### src/design/eht_pkg.sv
// ----------------------------------------------------------------------------
// eht_pkg
// constants, codes and controller/datapath types of the extendible hash table
// ----------------------------------------------------------------------------
package eht_pkg;

  // table geometry
  localparam int MAX_DEPTH    = 8;
  localparam int BUCKET_SLOTS = 8;
  localparam int KEY_BITS     = 32;

  localparam int DIR_SIZE  = 1 << MAX_DEPTH;
  localparam int DIR_W     = MAX_DEPTH;
  localparam int SLOT_W    = (BUCKET_SLOTS > 1) ? $clog2(BUCKET_SLOTS) : 1;
  localparam int KEY_DEPTH = DIR_SIZE << SLOT_W;
  localparam int KADDR_W   = DIR_W + SLOT_W;
  localparam int SWP_W     = ((DIR_W > SLOT_W) ? DIR_W : SLOT_W) + 1;
  localparam int CNT_W     = $clog2(BUCKET_SLOTS + 1);

  // field widths
  localparam int DEPTH_W   = 4;
  localparam int CFG_W     = 4;
  localparam int OP_W      = 2;
  localparam int STAT_W    = 3;
  localparam int BKT_OUT_W = 8;
  localparam int PADDR_W   = 3;
  localparam int PDATA_W   = 32;

  // register reset values
  localparam int INIT_DEPTH_RST = 1;
  localparam int BKT_CAP_RST    = (4 > BUCKET_SLOTS) ? BUCKET_SLOTS : 4;

  // register indexes
  localparam logic REG_INIT_DEPTH = 1'b0;
  localparam logic REG_BKT_CAP    = 1'b1;

  // operation codes
  localparam logic [OP_W-1:0] OP_INSERT = 2'd0;
  localparam logic [OP_W-1:0] OP_SEARCH = 2'd1;
  localparam logic [OP_W-1:0] OP_DELETE = 2'd2;

  typedef enum logic [STAT_W-1:0] {
    ST_INSERTED = 3'd0,
    ST_FOUND    = 3'd1,
    ST_NOTFOUND = 3'd2,
    ST_DELETED  = 3'd3,
    ST_PRESENT  = 3'd4,
    ST_FULL     = 3'd5
  } status_t;

  // datapath micro-operations
  typedef enum logic [4:0] {
    A_IDLE, A_NOP, A_CLEAR, A_DIR, A_BKT, A_ROW, A_SCAN, A_DEL, A_PUT,
    A_DBL, A_GDINC, A_SPL0, A_SPL1, A_SDIR, A_MOVE, A_WBB, A_WBN, A_OUT
  } act_t;

  typedef struct packed {
    act_t    act;
    status_t res;
  } eht_cmd_t;

  typedef struct packed {
    logic            in_valid;
    logic            rebuild;
    logic            sweep_done;
    logic            hit;
    logic [OP_W-1:0] op;
    logic            room;
    logic            ld_ge;
    logic            gd_max;
    logic            alloc_full;
    logic            out_free;
  } eht_stat_t;

endpackage

### src/design/eht_ctrl.sv
// ----------------------------------------------------------------------------
// eht_ctrl
// sequencer: lookup, bucket scan, insert with split and directory doubling
// ----------------------------------------------------------------------------
module eht_ctrl import eht_pkg::*; (
  input  logic      clk,
  input  logic      rst_n,
  input  eht_stat_t stat,
  output eht_cmd_t  cmd,
  output logic      in_ready
);

  typedef enum logic [4:0] {
    S_CLEAR, S_IDLE, S_DIR, S_BKT, S_ROW, S_SCAN, S_DECIDE, S_INS, S_DBL,
    S_GDINC, S_SPL0, S_SPL1, S_SDIR, S_MOVE, S_WBB, S_WBN, S_OUT
  } state_t;

  state_t  state_r, state_nxt;
  logic    retry_r, retry_nxt;
  status_t res_r, res_nxt;

  // next state and micro-operation
  always_comb begin
    state_nxt = state_r;
    retry_nxt = retry_r;
    res_nxt   = res_r;
    cmd.act   = A_NOP;
    cmd.res   = res_r;
    in_ready  = 1'b0;
    case (state_r)
      S_CLEAR: begin
        cmd.act = A_CLEAR;
        if (stat.sweep_done) state_nxt = S_IDLE;
      end
      S_IDLE: begin
        cmd.act  = A_IDLE;
        in_ready = !stat.rebuild;
        if (stat.rebuild) begin
          state_nxt = S_CLEAR;
        end else if (stat.in_valid) begin
          state_nxt = S_DIR;
          retry_nxt = 1'b0;
        end
      end
      S_DIR: begin
        cmd.act   = A_DIR;
        state_nxt = S_BKT;
      end
      S_BKT: begin
        cmd.act   = A_BKT;
        state_nxt = S_ROW;
      end
      S_ROW: begin
        cmd.act   = A_ROW;
        state_nxt = retry_r ? S_INS : S_SCAN;
      end
      S_SCAN: begin
        cmd.act = A_SCAN;
        if (stat.sweep_done) state_nxt = S_DECIDE;
      end
      S_DECIDE: begin
        state_nxt = S_OUT;
        case (stat.op)
          OP_INSERT: begin
            if (stat.hit) begin
              res_nxt = ST_PRESENT;
            end else begin
              retry_nxt = 1'b1;
              state_nxt = S_INS;
            end
          end
          OP_DELETE: begin
            if (stat.hit) begin
              cmd.act = A_DEL;
              res_nxt = ST_DELETED;
            end else begin
              res_nxt = ST_NOTFOUND;
            end
          end
          default: begin
            res_nxt = stat.hit ? ST_FOUND : ST_NOTFOUND;
          end
        endcase
      end
      // room left, or split with doubling first where needed, else report full
      S_INS: begin
        if (stat.room) begin
          cmd.act   = A_PUT;
          res_nxt   = ST_INSERTED;
          state_nxt = S_OUT;
        end else if (stat.ld_ge) begin
          if (stat.gd_max) begin
            res_nxt   = ST_FULL;
            state_nxt = S_OUT;
          end else begin
            state_nxt = S_DBL;
          end
        end else if (stat.alloc_full) begin
          res_nxt   = ST_FULL;
          state_nxt = S_OUT;
        end else begin
          state_nxt = S_SPL0;
        end
      end
      S_DBL: begin
        cmd.act = A_DBL;
        if (stat.sweep_done) state_nxt = S_GDINC;
      end
      S_GDINC: begin
        cmd.act = A_GDINC;
        if (stat.alloc_full) begin
          res_nxt   = ST_FULL;
          state_nxt = S_OUT;
        end else begin
          state_nxt = S_SPL0;
        end
      end
      S_SPL0: begin
        cmd.act   = A_SPL0;
        state_nxt = S_SPL1;
      end
      S_SPL1: begin
        cmd.act   = A_SPL1;
        state_nxt = S_SDIR;
      end
      S_SDIR: begin
        cmd.act = A_SDIR;
        if (stat.sweep_done) state_nxt = S_MOVE;
      end
      S_MOVE: begin
        cmd.act = A_MOVE;
        if (stat.sweep_done) state_nxt = S_WBB;
      end
      S_WBB: begin
        cmd.act   = A_WBB;
        state_nxt = S_WBN;
      end
      S_WBN: begin
        cmd.act   = A_WBN;
        state_nxt = S_DIR;
      end
      S_OUT: begin
        cmd.act = A_OUT;
        if (stat.out_free) state_nxt = S_IDLE;
      end
      default: begin
        state_nxt = S_CLEAR;
      end
    endcase
  end

  // state and registered flags
  always_ff @(posedge clk) begin
    if (!rst_n) begin
      state_r <= S_CLEAR;
      retry_r <= 1'b0;
      res_r   <= ST_INSERTED;
    end else begin
      state_r <= state_nxt;
      retry_r <= retry_nxt;
      res_r   <= res_nxt;
    end
  end

endmodule

### config.mk
export PLATFORM = sky130hd
export DESIGN_NAME = eht_ctrl
export DESIGN_NICKNAME = d
export VERILOG_FILES = /design/src/design/eht_pkg.sv /design/src/design/eht_ctrl.sv
export SDC_FILE = /design/constraint.sdc
export NUM_CORES = 1
export LEC_CHECK = 0
export BUFFER_PORTS_ARGS = -buffer_cell sky130_fd_sc_hd__buf_2
export CAP_MARGIN = 0
export CORE_UTILIZATION = 54
export CTS_BUF_LIST = sky130_fd_sc_hd__clkbuf_8
export CTS_CLUSTER_SIZE = 20
export DETAILED_ROUTE_END_ITERATION = 6
export GPL_TIMING_DRIVEN = 0
export PLACE_DENSITY = 0.92
export SYNTH_ARGS = -nofsm -noshare
export SYNTH_HDL_FRONTEND = slang
export SYNTH_SLANG_ARGS = --single-unit
### constraint.sdc
create_clock -name clk -period 2.12 [get_ports clk]
set_input_delay 0.318 -clock clk [delete_from_list [all_inputs] [get_ports clk]]
set_output_delay 0.318 -clock clk [all_outputs]
set_load 0.05 [all_outputs]
== Yosys cells after proc, flatten, opt, wreduce, memory -nomap -nowiden ==
Index checks and enable logic that the tools add are counted.

* Register bits: 9

* Equal/unequal tests: 30
* Mux-type cells: 35
* Reduce and logical (&&, ||, !) cells: 8

{| class="wikitable"
|+ Operator list
! kind !! count
|-
| case mux 5 bit (17 select lines) || 2
|-
| 2-to-1 mux 5 bit || 14
|-
| == test 5 x 4 -> 1 bit (second input constant) || 8
|-
| 2-to-1 mux 3 bit || 7
|-
| == test 5 x 3 -> 1 bit (second input constant) || 4
|-
| inequality test 2 bit (second input constant) || 9
|-
| == test 5 x 2 -> 1 bit (second input constant) || 2
|-
| case mux 3 bit (3 select lines) || 1
|-
| AND reduction 7 bit || 1
|-
| 2-to-1 mux 1 bit || 6
|-
| inequality test 3 bit (second input constant) || 2
|-
| case mux 3 bit (2 select lines) || 1
|-
| == test 5 x 1 -> 1 bit (second input constant) || 1
|-
| == test 5 bit (second input constant) || 1
|-
| zero test 5 bit || 1
|-
| AND reduction 5 bit || 1
|-
| 2-to-1 mux 2 bit || 2
|-
| 2-to-1 mux 4 bit || 1
|-
| inequality test 4 bit (second input constant) || 1
|-
| AND reduction 3 bit || 1
|-
| nonzero test 3 bit || 1
|-
| == test 2 bit (second input constant) || 1
|-
| zero test 2 bit || 1
|-
| inequality test 2 x 1 -> 1 bit (second input constant) || 1
|-
| other kinds (3) || 3
|}

== Longest topological paths before layout ==
* Depth in word-level cells: 4
* Depth in mapped cells: 6
* Depth with buffers taken out: 5

== Worst setup path after synthesis ==
Ideal clock, no wire load.

* Kind: register to output
* From: register state_r[1]
* To: output cmd[7] (netlist bit)
* Data arrival time: 2.147 ns
* Required time: 1.802 ns
* Setup slack: -0.345 ns
* Cell stages (with the launch flop): 5
* Buffers on the path: 2
* Path through: dfxtp_1 clkbuf_1 buf_2 nand3_1 o21ai_0

{| class="wikitable"
|+ RTL lines
! what !! line !! source
|-
| start: declaration || eht_ctrl.sv:18 || <nowiki>state_t state_r, state_nxt;</nowiki>
|-
| start signal: assignment || eht_ctrl.sv:159 || <nowiki>state_r <= state_nxt;</nowiki>
|-
| end: declaration || eht_ctrl.sv:9 || <nowiki>output eht_cmd_t cmd,</nowiki>
|}

==> impl_results.md <==
* Status: finished clean
* Final core occ at 71.6%
* Routed Antenna Nets at 0
* Fill cells at about 120
* First-pass DRT Iterations at 5
* Global route overflow at 0
* Area after DPL at around 1000 µm²
* Avg WL per Cell at about 15 µm
* Synthesized Nets at 132
* Fin area at about 1100 µm²
* Skew-Pair Late Insertion Delay at between 0.2 and 0.25 ns
* Tcrit/Tclk final at ~96%
* Die ar. at ~1800 µm²
* Leak at 0.000453 µW
* Syn Inst Count at between 100 and 150
* Most frequent cells in the layout: 22 x buf_2, 11 x nor2_1, 8 x a21oi_1, 8 x o21ai_0
* Fmax at 492 MHz
* Final WL at approximately 2400 µm
* Slew HR at between 50 and 60%
* Placeable Area at between 1500 and 2000 µm²
* Drt drc at 0
* Final nets at 157
* Reg area at roughly 180 µm²
* Cell variety after synth at 44
* Max cap viols at 0
* Area Overhead vs Synth at 22.8%
* Area of the multi-input gates at roughly 660 µm²
* Share of cells above drive strength 1 at around a third
* # diodes at 0
* Clock buffer count from CTS at 3
* Sequential-to-total area share from yosys stat at about a fifth
* Post-DP HPWL at ~1700 µm
* Die Width at approximately 42 µm
* Initial antenna violation count at 0
* H-tree level count at 1
* Crit start category: flip-flop
* Measured slew at the worst slew-check pin at 0.609 ns
* Gr usage total at ~29%
* Critical Path AT at about 1.7 ns
* Worst setup EP type: output pin
* Peak VDD IR at about 530 µV
* Final Hold Vio Count at 0
* DR vias/cell at 6.54
* IO Pins at 22
* WS Path Type: flip-flop to output pin
* Largest net degree at the start of global routing at 12
* First-pass GRT wire length at 3870 µm
* Ys Warns at 0
* CTS Root Cell: clkbuf_8
* Hold buffers post-CTS at 0
* GPL Wtd Cong at between 0.9 and 1
* DR vias at 1040
* Postcts setup bufs at 0
* Ys async rst share at 0%
* Syn avg cell area at between 7 and 8 µm²
* Sink Count at 9
* Slew Limit Fails at 0
* Post-synth EDFFs at 0
* RSZ-0062 raised after global routing: false
* CP Data Required Time at between 1.5 and 2 ns
* Die height at around 42 µm
* Fin crit period at roughly 2.0 ns
* Row count at 14
* Number of port buffers at 21
* Initial Util at between 50% and 60%
* Yosys reg bits at 9
* CTS clock-pin slew for the worst setup and hold paths at 0.05 ns
* Vias in the first global route at 890
* Dominant synthesized flop cell: dfxtp_1
* Synth Cell Area at roughly 880 µm²
* Pwr dens at just under 600 nW/µm²
* Most common cell after layout, fill and taps aside: buf_2
* Clock tree buffer depth at 2
* Number of setup violations in the final report at 0
* Clock skew at around 0.0036 ns
* Critical path peak fanout at 10
* Hold WC Path Type: input pin to flip-flop
* Iter 0 DRT Violations at 65
* TritonCTS clock tree: done
power breakdown:
part	total, µW	switching (µW)	internal [µW]
Sequential	184	6.34	178
Clock	206	78.9	127
Combinational	240	160	80.1
Total	630	245	385
registers in the layout (all words and copies together), names as in the netlist:
signal,count
state_r,5
res_r,3
retry_r,1
critical path, cell delays in order (launching register included):
cell and delay [ns]:
dfxtp_2 0.38, buf_4 0.19, clkbuf_4 0.21, a31oi_1 0.09, o221a_2 0.26, nor2_2 0.07, buf_2 0.27
metrics by stage:
stage	hold slack (ns)	setup TNS (ns)	instances	worst slack, ns	power [µW]
3_5_place_dp	0.483	-0.0285	156	-0.0285	413
2_1_floorplan	0.493	0	119	0.0345	357
5_1_grt	0.380	0	159	0.0165	656
4_1_cts	0.354	0	159	0.0367	623
6_report	0.355	0	159	0.0861	630
3_3_place_gp	0.478	0	156	0.0159	406
final cells by class:
cell class / instances / area share [%]
buffer: 9 / 4.99
tap: 16 / 1.86
inverter: 2 / 0.696
clock inverter: 1 / 0.348
sequential: 9 / 16.9
timing repair buffer: 21 / 10.3
clock buffer: 3 / 3.83
multi-input combinational: 98 / 61.0
cell families (layout without fill, tap and decap cells):
| logic type | Yosys count | count (layout) | share of synthesized area (%) |
|---|---|---|---|
| mux | 1 | 1 | 1.14 |
| flops | 9 | 9 | 20.5 |
| xor+xnor | 1 | 1 | 0.997 |
| simple gates | 54 | 54 | 35.6 |
| compound gates | 42 | 42 | 35.5 |
| buf+inv | 12 | 36 | 6.27 |
metal layers:
layer	vias up	share of wire [%]	track usage [%]
li1	490	-	-
met1	489	43	37.4
met4	0	3.0	18.1
met2	51	47	43.4
met5	-	0	0
met3	10	7.0	5.17
final timing paths:
kind / from / to / slack [ns] / cells after the start
setup / recovery: state_r[1]$_SDFFE_PN0P_ / cmd[4] / 0.09 / 6
hold / removal: stat[0] / state_r[4]$_SDFFE_PN0P_ / 0.35 / 3
setup reg to reg: state_r[3]$_SDFFE_PN0P_ / res_r[1]$_SDFFE_PN0P_ / 0.37 / 6
hold reg to reg: res_r[0]$_SDFFE_PN0P_ / res_r[0]$_SDFFE_PN0P_ / 0.49 / 1
synth_stat cells (all sizes together), types with 2 or more instances:
library cell | count | share of area, %
nor2 | 13 | 5.6
o21ai | 11 | 6.7
dfxtp | 9 | 21
a21oi | 8 | 4.6
clkbuf | 7 | 3.0
nand2 | 7 | 3.0
nand2b | 7 | 5.8
nor3b | 5 | 4.8
nand3 | 4 | 2.3
nor2b | 4 | 2.8
nor3 | 4 | 2.3
a21boi | 3 | 2.6
buf | 3 | 2.4
o21a | 3 | 2.6
a22oi | 2 | 1.7
a2bb2oi | 2 | 4.0
a31oi | 2 | 1.4
inv | 2 | 0.85
nand4 | 2 | 1.4
o211a | 2 | 2.3
o41ai | 2 | 2.0
or2 | 2 | 1.4
repair_timing:
action                                  CTS  global route
gates resized for setup                   6             9
endpoints found under the setup margin    5             3
cloned                                    0             0
Power figures use the tool's default switching activity.
